<file path="src/hdl/ibd_pkg.sv">
// Shared types, widths and constants of the interleaved boxcar decimator.
package ibd_pkg;

   localparam int unsigned IBD_MAX_CHANNELS = 3;

   localparam int unsigned SAMPLE_W  = 12;
   localparam int unsigned SLOT_W    = 2;
   localparam int unsigned AVG_W     = 16;
   localparam int unsigned FACTOR_W  = 20;
   localparam int unsigned SUM_W     = 32;
   localparam int unsigned CSR_IDX_W = 1;
   localparam int unsigned CSR_DAT_W = FACTOR_W;

   // Average scale of 16 is a left shift by 4.
   localparam int unsigned SCALE_SHIFT = 4;
   localparam int unsigned DIVIDEND_W  = SUM_W + SCALE_SHIFT;
   localparam int unsigned DIV_CNT_W   = $clog2(DIVIDEND_W + 1);

   typedef enum logic [CSR_IDX_W-1:0] {
      CSR_CHANNELS   = 1'b0,
      CSR_DECIMATION = 1'b1
   } csr_index_type;

   typedef enum logic [2:0] {
      ST_IDLE,
      ST_ACCUM,
      ST_DIV_START,
      ST_DIV_WAIT,
      ST_EMIT
   } state_type;

   typedef struct packed {
      logic                  start;
      logic [DIVIDEND_W-1:0] dividend;
      logic [FACTOR_W-1:0]   divisor;
   } div_req_type;

   typedef struct packed {
      logic             done;
      logic [AVG_W-1:0] quotient;
   } div_rsp_type;

endpackage

</file>
<file path="src/hdl/ibd_channels.sv">
// Handshake channel interfaces of the interleaved boxcar decimator.
interface ibd_req_if
   import ibd_pkg::*;
();
   logic                valid;
   logic                ready;
   logic [SAMPLE_W-1:0] sample;

   modport source (output valid, output sample, input ready);
   modport sink   (input valid, input sample, output ready);
endinterface

interface ibd_rsp_if
   import ibd_pkg::*;
();
   logic              valid;
   logic              ready;
   logic [SLOT_W-1:0] slot;
   logic [AVG_W-1:0]  average;
   logic              last;

   modport source (output valid, output slot, output average, output last, input ready);
   modport sink   (input valid, input slot, input average, input last, output ready);
endinterface

interface ibd_csr_if
   import ibd_pkg::*;
();
   logic                 valid;
   logic                 ready;
   logic [CSR_IDX_W-1:0] index;
   logic [CSR_DAT_W-1:0] data;

   modport source (output valid, output index, output data, input ready);
   modport sink   (input valid, input index, input data, output ready);
endinterface

</file>
<file path="src/hdl/ibd_divider.sv">
// Bit-serial restoring divider: one quotient bit per clock.
module ibd_divider
   import ibd_pkg::*;
(
   input  logic        clock,
   input  logic        reset,
   input  div_req_type div_req,
   output div_rsp_type div_rsp
);

   logic                  busy_ff,  busy_in;
   logic                  done_ff,  done_in;
   logic [DIV_CNT_W-1:0]  count_ff, count_in;
   logic [FACTOR_W-1:0]   rem_ff,   rem_in;
   logic [DIVIDEND_W-1:0] quo_ff,   quo_in;
   logic [FACTOR_W-1:0]   dsr_ff,   dsr_in;

   logic [FACTOR_W:0]     shifted;
   logic [FACTOR_W+1:0]   diff;

   always_comb begin
      shifted  = {rem_ff, quo_ff[DIVIDEND_W-1]};
      diff     = {1'b0, shifted} - {2'b00, dsr_ff};
      busy_in  = busy_ff;
      done_in  = 1'b0;
      count_in = count_ff;
      rem_in   = rem_ff;
      quo_in   = quo_ff;
      dsr_in   = dsr_ff;
      if (busy_ff) begin
         // keep the remainder when the trial subtraction borrows
         if (!diff[FACTOR_W+1]) begin
            rem_in = diff[FACTOR_W-1:0];
         end else begin
            rem_in = shifted[FACTOR_W-1:0];
         end
         quo_in   = {quo_ff[DIVIDEND_W-2:0], ~diff[FACTOR_W+1]};
         count_in = count_ff + 1'b1;
         if (count_ff == DIV_CNT_W'(DIVIDEND_W - 1)) begin
            busy_in = 1'b0;
            done_in = 1'b1;
         end
      end else if (div_req.start) begin
         busy_in  = 1'b1;
         count_in = '0;
         rem_in   = '0;
         quo_in   = div_req.dividend;
         dsr_in   = div_req.divisor;
      end
   end

   always_ff @(posedge clock) begin
      if (reset) begin
         busy_ff  <= 1'b0;
         done_ff  <= 1'b0;
         count_ff <= '0;
      end else begin
         busy_ff  <= busy_in;
         done_ff  <= done_in;
         count_ff <= count_in;
      end
      rem_ff <= rem_in;
      quo_ff <= quo_in;
      dsr_ff <= dsr_in;
   end

   assign div_rsp.done     = done_ff;
   assign div_rsp.quotient = quo_ff[AVG_W-1:0];

endmodule

</file>
<file path="src/hdl/interleaved_boxcar_decimator.sv">
// Top level of the interleaved boxcar decimator. Each accepted req word is a
// 12-bit sample for the next of 1 to 3 round-robin channel slots; it is added
// to that slot's 32-bit running sum. Once every slot has collected
// decimation_factor samples, one rsp word per slot comes out in slot order,
// carrying the low 16 bits of (sum * 16) / decimation_factor, with last set on
// the final slot; the sums then clear. A sample that completes no group is
// accepted, then accumulated. A sample that completes a group is followed,
// per slot, by loading the shared bit-serial divider, its one-bit-per-clock
// quotient steps, capturing the result and presenting the rsp word, which
// then waits for ready. The block takes one req word at a time and stays not
// ready until all rsp words of a group are delivered. Registers (csr index
// 0: channels_in_use, index 1: decimation_factor) are taken only while idle;
// any write restarts the accumulation. A channel count of 0 acts as 1, and a
// factor of 0 acts as 1.
module interleaved_boxcar_decimator
   import ibd_pkg::*;
#(
   parameter int unsigned MAX_CHANNELS = IBD_MAX_CHANNELS
) (
   input  logic      clock,
   input  logic      reset,
   ibd_req_if.sink   req_chan,
   ibd_rsp_if.source rsp_chan,
   ibd_csr_if.sink   csr_chan
);

   // The channel register is 2 bits wide, so no more than 3 slots ever run.
   localparam int unsigned NSLOT      = (MAX_CHANNELS < 3) ? MAX_CHANNELS : 3;
   localparam int unsigned IDX_W      = (NSLOT > 1) ? $clog2(NSLOT) : 1;
   localparam logic [SLOT_W-1:0] NSLOT_CODE = SLOT_W'(NSLOT);

   state_type             state_ff, state_in;
   logic [SLOT_W-1:0]     chan_ff,  chan_in;
   logic [FACTOR_W-1:0]   fact_ff,  fact_in;
   logic [SLOT_W-1:0]     phase_ff, phase_in;
   logic [FACTOR_W-1:0]   rounds_ff, rounds_in;
   logic [SUM_W-1:0]      sums_ff [NSLOT];
   logic [SUM_W-1:0]      sums_in [NSLOT];
   logic [SAMPLE_W-1:0]   sample_ff, sample_in;
   logic [SLOT_W-1:0]     oslot_ff, oslot_in;
   logic [AVG_W-1:0]      avg_ff,   avg_in;

   logic [SLOT_W-1:0]     n_act;
   logic [FACTOR_W-1:0]   d_act;
   logic [SLOT_W-1:0]     phase_cur;
   logic [SLOT_W-1:0]     phase_nxt;
   logic [FACTOR_W:0]     rounds_nxt;
   logic [SLOT_W-1:0]     rd_slot;
   logic [SUM_W-1:0]      rd_sum;
   logic                  req_take;
   logic                  csr_take;
   logic                  rsp_take;
   logic                  group_last;
   logic                  div_start;
   div_req_type           div_req;
   div_rsp_type           div_rsp;

   // Clamp the register values into their working ranges.
   always_comb begin
      n_act = chan_ff;
      if (chan_ff == '0) begin
         n_act = SLOT_W'(1);
      end
      if (chan_ff > NSLOT_CODE) begin
         n_act = NSLOT_CODE;
      end
      d_act = (fact_ff == '0) ? FACTOR_W'(1) : fact_ff;
   end

   // One read place serves both the adder and the divider load.
   assign phase_cur  = (phase_ff >= n_act) ? '0 : phase_ff;
   assign phase_nxt  = phase_cur + 1'b1;
   assign rounds_nxt = {1'b0, rounds_ff} + 1'b1;
   assign rd_slot    = (state_ff == ST_ACCUM) ? phase_cur : oslot_ff;
   assign rd_sum     = sums_ff[rd_slot[IDX_W-1:0]];
   assign group_last = (oslot_ff == (n_act - 1'b1));

   assign req_take = req_chan.valid & req_chan.ready;
   assign csr_take = csr_chan.valid & csr_chan.ready;
   assign rsp_take = rsp_chan.valid & rsp_chan.ready;

   // Next state.
   always_comb begin
      state_in = state_ff;
      case (state_ff)
         ST_IDLE: begin
            if (req_take) begin
               state_in = ST_ACCUM;
            end
         end
         ST_ACCUM: begin
            // close the group once every slot has its full count
            if (phase_nxt >= n_act && rounds_nxt >= {1'b0, d_act}) begin
               state_in = ST_DIV_START;
            end else begin
               state_in = ST_IDLE;
            end
         end
         ST_DIV_START: begin
            state_in = ST_DIV_WAIT;
         end
         ST_DIV_WAIT: begin
            if (div_rsp.done) begin
               state_in = ST_EMIT;
            end
         end
         ST_EMIT: begin
            if (rsp_take) begin
               state_in = group_last ? ST_IDLE : ST_DIV_START;
            end
         end
         default: begin
            state_in = ST_IDLE;
         end
      endcase
   end

   // Handshake and divider control.
   always_comb begin
      csr_chan.ready = 1'b0;
      req_chan.ready = 1'b0;
      rsp_chan.valid = 1'b0;
      div_start      = 1'b0;
      case (state_ff)
         ST_IDLE: begin
            // a register write wins over a sample in the same cycle
            csr_chan.ready = 1'b1;
            req_chan.ready = ~csr_chan.valid;
         end
         ST_DIV_START: begin
            div_start = 1'b1;
         end
         ST_EMIT: begin
            rsp_chan.valid = 1'b1;
         end
         default: begin
            csr_chan.ready = 1'b0;
         end
      endcase
   end

   // Datapath next values.
   always_comb begin
      chan_in   = chan_ff;
      fact_in   = fact_ff;
      phase_in  = phase_ff;
      rounds_in = rounds_ff;
      sums_in   = sums_ff;
      sample_in = sample_ff;
      oslot_in  = oslot_ff;
      avg_in    = avg_ff;

      if (csr_take) begin
         case (csr_chan.index)
            CSR_CHANNELS: begin
               chan_in = csr_chan.data[SLOT_W-1:0];
            end
            CSR_DECIMATION: begin
               fact_in = csr_chan.data[FACTOR_W-1:0];
            end
            default: begin
               chan_in = chan_ff;
            end
         endcase
         // restart the accumulation on any register write
         phase_in  = '0;
         rounds_in = '0;
         for (int i = 0; i < NSLOT; i++) begin
            sums_in[i] = '0;
         end
      end

      if (req_take) begin
         sample_in = req_chan.sample;
      end

      if (state_ff == ST_ACCUM) begin
         sums_in[rd_slot[IDX_W-1:0]] = rd_sum + SUM_W'(sample_ff);
         if (phase_nxt < n_act) begin
            phase_in = phase_nxt;
         end else begin
            phase_in = '0;
            if (rounds_nxt < {1'b0, d_act}) begin
               rounds_in = rounds_nxt[FACTOR_W-1:0];
            end else begin
               rounds_in = '0;
               oslot_in  = '0;
            end
         end
      end

      if (state_ff == ST_DIV_START) begin
         // the divider holds the sum now, so drop it
         sums_in[rd_slot[IDX_W-1:0]] = '0;
      end

      if (state_ff == ST_DIV_WAIT && div_rsp.done) begin
         avg_in = div_rsp.quotient;
      end

      if (rsp_take) begin
         oslot_in = oslot_ff + 1'b1;
      end
   end

   assign div_req.start    = div_start;
   assign div_req.dividend = {rd_sum, {SCALE_SHIFT{1'b0}}};
   assign div_req.divisor  = d_act;

   ibd_divider u_divider (
      .clock   (clock),
      .reset   (reset),
      .div_req (div_req),
      .div_rsp (div_rsp)
   );

   always_ff @(posedge clock) begin
      if (reset) begin
         state_ff  <= ST_IDLE;
         chan_ff   <= SLOT_W'(1);
         fact_ff   <= FACTOR_W'(1);
         phase_ff  <= '0;
         rounds_ff <= '0;
         oslot_ff  <= '0;
         for (int i = 0; i < NSLOT; i++) begin
            sums_ff[i] <= '0;
         end
      end else begin
         state_ff  <= state_in;
         chan_ff   <= chan_in;
         fact_ff   <= fact_in;
         phase_ff  <= phase_in;
         rounds_ff <= rounds_in;
         oslot_ff  <= oslot_in;
         sums_ff   <= sums_in;
      end
      sample_ff <= sample_in;
      avg_ff    <= avg_in;
   end

   // Hold the rsp word steady until it is taken.
   assign rsp_chan.slot    = oslot_ff;
   assign rsp_chan.average = avg_ff;
   assign rsp_chan.last    = group_last;

endmodule

</file>
<file path="src/flat_wrapper.sv">
// flat-port wrapper written by rule: the top's interface ports become plain ports
module interleaved_boxcar_decimator_flat import ibd_pkg::*;
#(
   parameter int unsigned MAX_CHANNELS = IBD_MAX_CHANNELS
)
  (clock, reset, req_chan_valid, req_chan_sample, req_chan_ready, rsp_chan_valid, rsp_chan_slot, rsp_chan_average, rsp_chan_last, rsp_chan_ready, csr_chan_valid, csr_chan_index, csr_chan_data, csr_chan_ready);
  ibd_req_if req_chan_i ();
  ibd_rsp_if rsp_chan_i ();
  ibd_csr_if csr_chan_i ();
  input  logic clock;
  input  logic reset;
  input wire logic [$bits(req_chan_i.valid)-1:0] req_chan_valid;
  input wire logic [$bits(req_chan_i.sample)-1:0] req_chan_sample;
  output wire logic [$bits(req_chan_i.ready)-1:0] req_chan_ready;
  output wire logic [$bits(rsp_chan_i.valid)-1:0] rsp_chan_valid;
  output wire logic [$bits(rsp_chan_i.slot)-1:0] rsp_chan_slot;
  output wire logic [$bits(rsp_chan_i.average)-1:0] rsp_chan_average;
  output wire logic [$bits(rsp_chan_i.last)-1:0] rsp_chan_last;
  input wire logic [$bits(rsp_chan_i.ready)-1:0] rsp_chan_ready;
  input wire logic [$bits(csr_chan_i.valid)-1:0] csr_chan_valid;
  input wire logic [$bits(csr_chan_i.index)-1:0] csr_chan_index;
  input wire logic [$bits(csr_chan_i.data)-1:0] csr_chan_data;
  output wire logic [$bits(csr_chan_i.ready)-1:0] csr_chan_ready;
  assign req_chan_i.valid = req_chan_valid;
  assign req_chan_i.sample = req_chan_sample;
  assign req_chan_ready = req_chan_i.ready;
  assign rsp_chan_valid = rsp_chan_i.valid;
  assign rsp_chan_slot = rsp_chan_i.slot;
  assign rsp_chan_average = rsp_chan_i.average;
  assign rsp_chan_last = rsp_chan_i.last;
  assign rsp_chan_i.ready = rsp_chan_ready;
  assign csr_chan_i.valid = csr_chan_valid;
  assign csr_chan_i.index = csr_chan_index;
  assign csr_chan_i.data = csr_chan_data;
  assign csr_chan_ready = csr_chan_i.ready;
  interleaved_boxcar_decimator #(.MAX_CHANNELS(MAX_CHANNELS)) u_core (.clock(clock), .reset(reset), .req_chan(req_chan_i), .rsp_chan(rsp_chan_i), .csr_chan(csr_chan_i));
endmodule
</file>
<file path="config.mk">
export PLATFORM = sky130hd
export DESIGN_NAME = interleaved_boxcar_decimator_flat
export DESIGN_NICKNAME = d
export VERILOG_FILES = /design/src/hdl/ibd_pkg.sv /design/src/hdl/ibd_channels.sv /design/src/hdl/ibd_divider.sv /design/src/hdl/interleaved_boxcar_decimator.sv /design/src/flat_wrapper.sv
export SDC_FILE = /design/constraint.sdc
export NUM_CORES = 1
export LEC_CHECK = 0
export BUFFER_PORTS_ARGS = -buffer_cell sky130_fd_sc_hd__buf_2
export CAP_MARGIN = 20
export CORE_MARGIN = 2
export CORE_UTILIZATION = 47
export DETAILED_ROUTE_END_ITERATION = 10
export HOLD_SLACK_MARGIN = 0.12
export PLACE_DENSITY = 0.69
export SYNTH_ARGS = -nofsm -noshare
export SYNTH_HDL_FRONTEND = slang
export SYNTH_HIERARCHICAL = 1
export SYNTH_SLANG_ARGS = --single-unit
</file>
<file path="constraint.sdc">
create_clock -name clock -period 6.7 [get_ports clock]
set_input_delay 1.005 -clock clock [delete_from_list [all_inputs] [get_ports clock]]
set_output_delay 1.005 -clock clock [all_outputs]
set_load 0.05 [all_outputs]
</file>
==> flow_summary.toml <==
[routing]
post_drt_wl_per_cell_um = 18.01
postRouteWirelength_um = 36710
vias = 12120
ant_nets = 0
drt_drc_violations_left = 0
viasPerCell = 5.947
drt_iter0_drc = 1063
dr.pass1.iters = 5

[synthesis]
post_synth_arst_share_pct = 0
synth_ff_type = "sky130_fd_sc_hd__dfxtp_1"
number_of_warning_messages_in_the_yosys_log = 6
post_synth.cell_area_avg_um2 = 9.043
yosys.area.top_type_share_pct = 21.19
synth.most_common_cell = "sky130_fd_sc_hd__nand2_1"
synth_sequential_area_ratio_pct = 41.97
synth_cell_types = 98
post_synth_inst_count = 1630
synth_commonest_cells = "sky130_fd_sc_hd__nand2_1, sky130_fd_sc_hd__dfxtp_1, sky130_fd_sc_hd__nor2_1"
register_bit_count_reported_by_yosys = 257
synth_enable_flop_cells = 104
yosys-top-cells-area = "sky130_fd_sc_hd__edfxtp_1, sky130_fd_sc_hd__dfxtp_1, sky130_fd_sc_hd__ha_1"
netlist.top_cell.by_area = "sky130_fd_sc_hd__edfxtp_1"
syn-cell-area_um2 = 14740

[sta]
postLayoutSetupSlackWorst_ns = 1.327
final-max-slew-violation-count = 0
finalHoldWorstSlack_ns = 0.4412
post-route-period-util_pct = 80.19
final.setup.tns_ns = 0
slew-limit-headroom_pct = 27.88
worstMarginPinSlew_ns = 1.079
maxClockFrequency_mhz = 186.1
timing.final.crit_period_ns = 5.373
timing.final.hold_violations = 0
setup_repair_after_global_routing_missed_its_margin = "false"
timing.clock.skew_ns = 0.02394
report.final.setup_viol = 0

[placed_design]
gp_congestion = 0.8549
worst_case_setup_slack_after_placement_ns = 1.398
place_hpwl_um = 24320
dpl_cell_area_um2 = 15140
io_buffer_count = 59

[cts]
post_cts_setup_buffers = 0
clk_transition_reported_paths_ns = 0.06
tritoncts = "done"
cts.repair.resized = 0
clock_latency_ns = 0.55
cts_hold_buffers = 0
h-tree-depth = 1
clock-root-buffer = "sky130_fd_sc_hd__clkbuf_16"
total_clock_buffers_created_by_cts = 28
cts.path.max_buffers = 3
sinks_on_clock_net = 257

[power_and_ir_drop]
power.combinational.fraction_pct = 6.8
worst_ir_drop_vdd_uv = 183.1
powerDensity_nw_per_um2 = 214.0
p_leak_nw = 6.155
p_sw_mw = 0.8268
swShare_pct = 23.95
sequentialPowerShare_pct = 48.1
pwr-share-clk_pct = 45.1
internal_power_mw = 2.625

[final_layout]
syn_to_final_growth_pct = 9.456
drive_gt1_share_pct = 13.41
post-route-cell-area_um2 = 16130
fillers = 2816
regArea_um2 = 6187
finish.net_count = 1717
area_occupied_by_multi_input_gates_um2 = 7716

[critical_path]
critPathArrivalTime_ns = 5.80
critPathKind = "flop to flop"
critical_path.endpoint_type = "flop"
timing.rr.end = "u_core/sums_ff[30]"
crit_fanout = 34
worst_flop_to_flop_path_startpoint = "u_core/state_ff[0]"
reg2regPathDepth = 17
reg2reg_setup_slack_ns = 1.33
critical_path.startpoint_type = "flop"
required_ns = 7.13

[floorplanning]
die_area_um2 = 32800
die_y_um = 181.1
die_width_um = 181.1
num_io_pins = 60
initial_core_util_pct = 47.94
std_cell_rows = 64
fp.coreArea_um2 = 30750

[global_route]
grt_remaining_overflow = 0
antenna_found_initial = 1
grt_pass1_vias = 11480
grt_start_max_net_pins = 58
globalRouteTotalUtil_pct = 21.70
wire_length_of_the_first_global_routing_pass_um = 59260

[flow_run]
max_cap_violations = 0

[min_path]
min_delay_worst_endpoint = "u_core/rsp_chan.average[0]"
worst_hold_path_type = "flop to flop"
hold_path_depth = 0
hp-start = "u_core/u_divider/quo_ff[0]"

[outcome]
result_of_the_run = "completed"
## cell type report
cell class / count / area share (%)
antenna: 1 / 0.01551
clock buffer: 40 / 5.134
clock inverter: 12 / 0.6979
inverter: 76 / 1.768
multi-input combinational: 1173 / 47.82
sequential: 257 / 38.35
tap: 396 / 3.071
timing repair buffer: 83 / 3.141
## routing by layer
layer / vias to the layer above / part of all wire (%) / track usage (%)
met5: - / 0 / 0
met4: 0 / 2.7 / 6.862
met3: 77 / 5.3 / 2.681
met2: 353 / 46 / 35.92
met1: 5833 / 46 / 29.62
li1: 5857 / - / -
## worst max path at each step
stage	to	startpoint	slack (ns)	cells past startpoint
final	u_core/sums_ff[30]	u_core/state_ff[0]	1.33	17
after global routing	u_core/sums_ff[30]	u_core/state_ff[0]	1.04	17
after CTS	u_core/sums_ff[30]	u_core/state_ff[0]	1.39	17
after detailed placement	u_core/sums_ff[30]	u_core/state_ff[0]	1.40	17
after global placement	u_core/sums_ff[30]	u_core/chan_ff[0]	1.60	18
after floorplan	u_core/sums_ff[30]	u_core/chan_ff[0]	2.15	20
## logic make-up after synthesis
kind of cell / share of synthesized area (%)
compound gates: 18.34
xor+xnor: 2.733
flops: 41.97
buf+inv: 6.052
mux: 5.483
fa+ha+maj: 5.195
other cells: 0.02544
simple gates: 20.20
## state kept, by name, indices dropped and copies added, names as in the netlist, 3 cells and up
register,cells
u_core/u_divider/count_ff,6
u_core/state_ff,3
u_core/u_divider/rem_ff,20
u_core/sums_ff,96
u_core/rounds_ff,20
u_core/fact_ff,20
u_core/u_divider/quo_ff,36
u_core/sample_ff,12
u_core/u_divider/dsr_ff,20
u_core/rsp_chan.average,16
## worst max-delay path, stage by stage (launching register included)
cell	delay, ns
sky130_fd_sc_hd__dfxtp_1	0.47
sky130_fd_sc_hd__or3b_1	0.39
sky130_fd_sc_hd__buf_4	0.23
sky130_fd_sc_hd__a2111o_2	0.73
sky130_fd_sc_hd__nand2_4	0.43
sky130_fd_sc_hd__nand2_1	0.09
sky130_fd_sc_hd__o21ai_0	0.12
sky130_fd_sc_hd__ha_1	0.22
sky130_fd_sc_hd__inv_1	0.06
sky130_fd_sc_hd__fa_1	0.39
sky130_fd_sc_hd__nor2b_1	0.16
sky130_fd_sc_hd__o31a_1	0.20
sky130_fd_sc_hd__o2111ai_1	0.23
sky130_fd_sc_hd__a21oi_1	0.25
sky130_fd_sc_hd__nor2_1	0.23
sky130_fd_sc_hd__nor4_4	0.65
sky130_fd_sc_hd__mux2i_1	0.28
sky130_fd_sc_hd__nand3_1	0.10
## per-stage QoR
stage	total power, mW	std cells	util, %
after floorplan	1.852	1633	-
after global placement	1.918	1982	49.23
after detailed placement	1.922	1982	49.23
after CTS	3.477	2034	52.29
after global routing	3.566	2038	52.47
final	3.452	2038	52.47
## power by group through the flow
stage                     Clock, mW  Sequential, mW  Combinational, mW
after global placement            0            1.69              0.226
after CTS                      1.59            1.66              0.231
after detailed placement          0            1.69              0.229
after global routing           1.65            1.66              0.257
final                          1.56            1.66              0.236
after floorplan                   0            1.69              0.166
## placed cells by master, fill, tap and decap left out, drive strengths merged, types with 21 or more instances in the layout
master / netlist / routed
a211oi: 28 / 28
a21oi: 102 / 102
a31oi: 32 / 32
and2: 28 / 28
and3: 21 / 21
buf: 48 / 83
clkbuf: 79 / 40
dfxtp: 153 / 153
edfxtp: 104 / 104
ha: 58 / 58
inv: 76 / 77
mux2: 38 / 38
mux2i: 38 / 38
nand2: 191 / 191
nand2b: 24 / 24
nand3: 76 / 76
nor2: 140 / 140
nor3: 30 / 30
o21ai: 64 / 64
xnor2: 30 / 30
No activity file was read; power rests on OpenSTA's default activity.
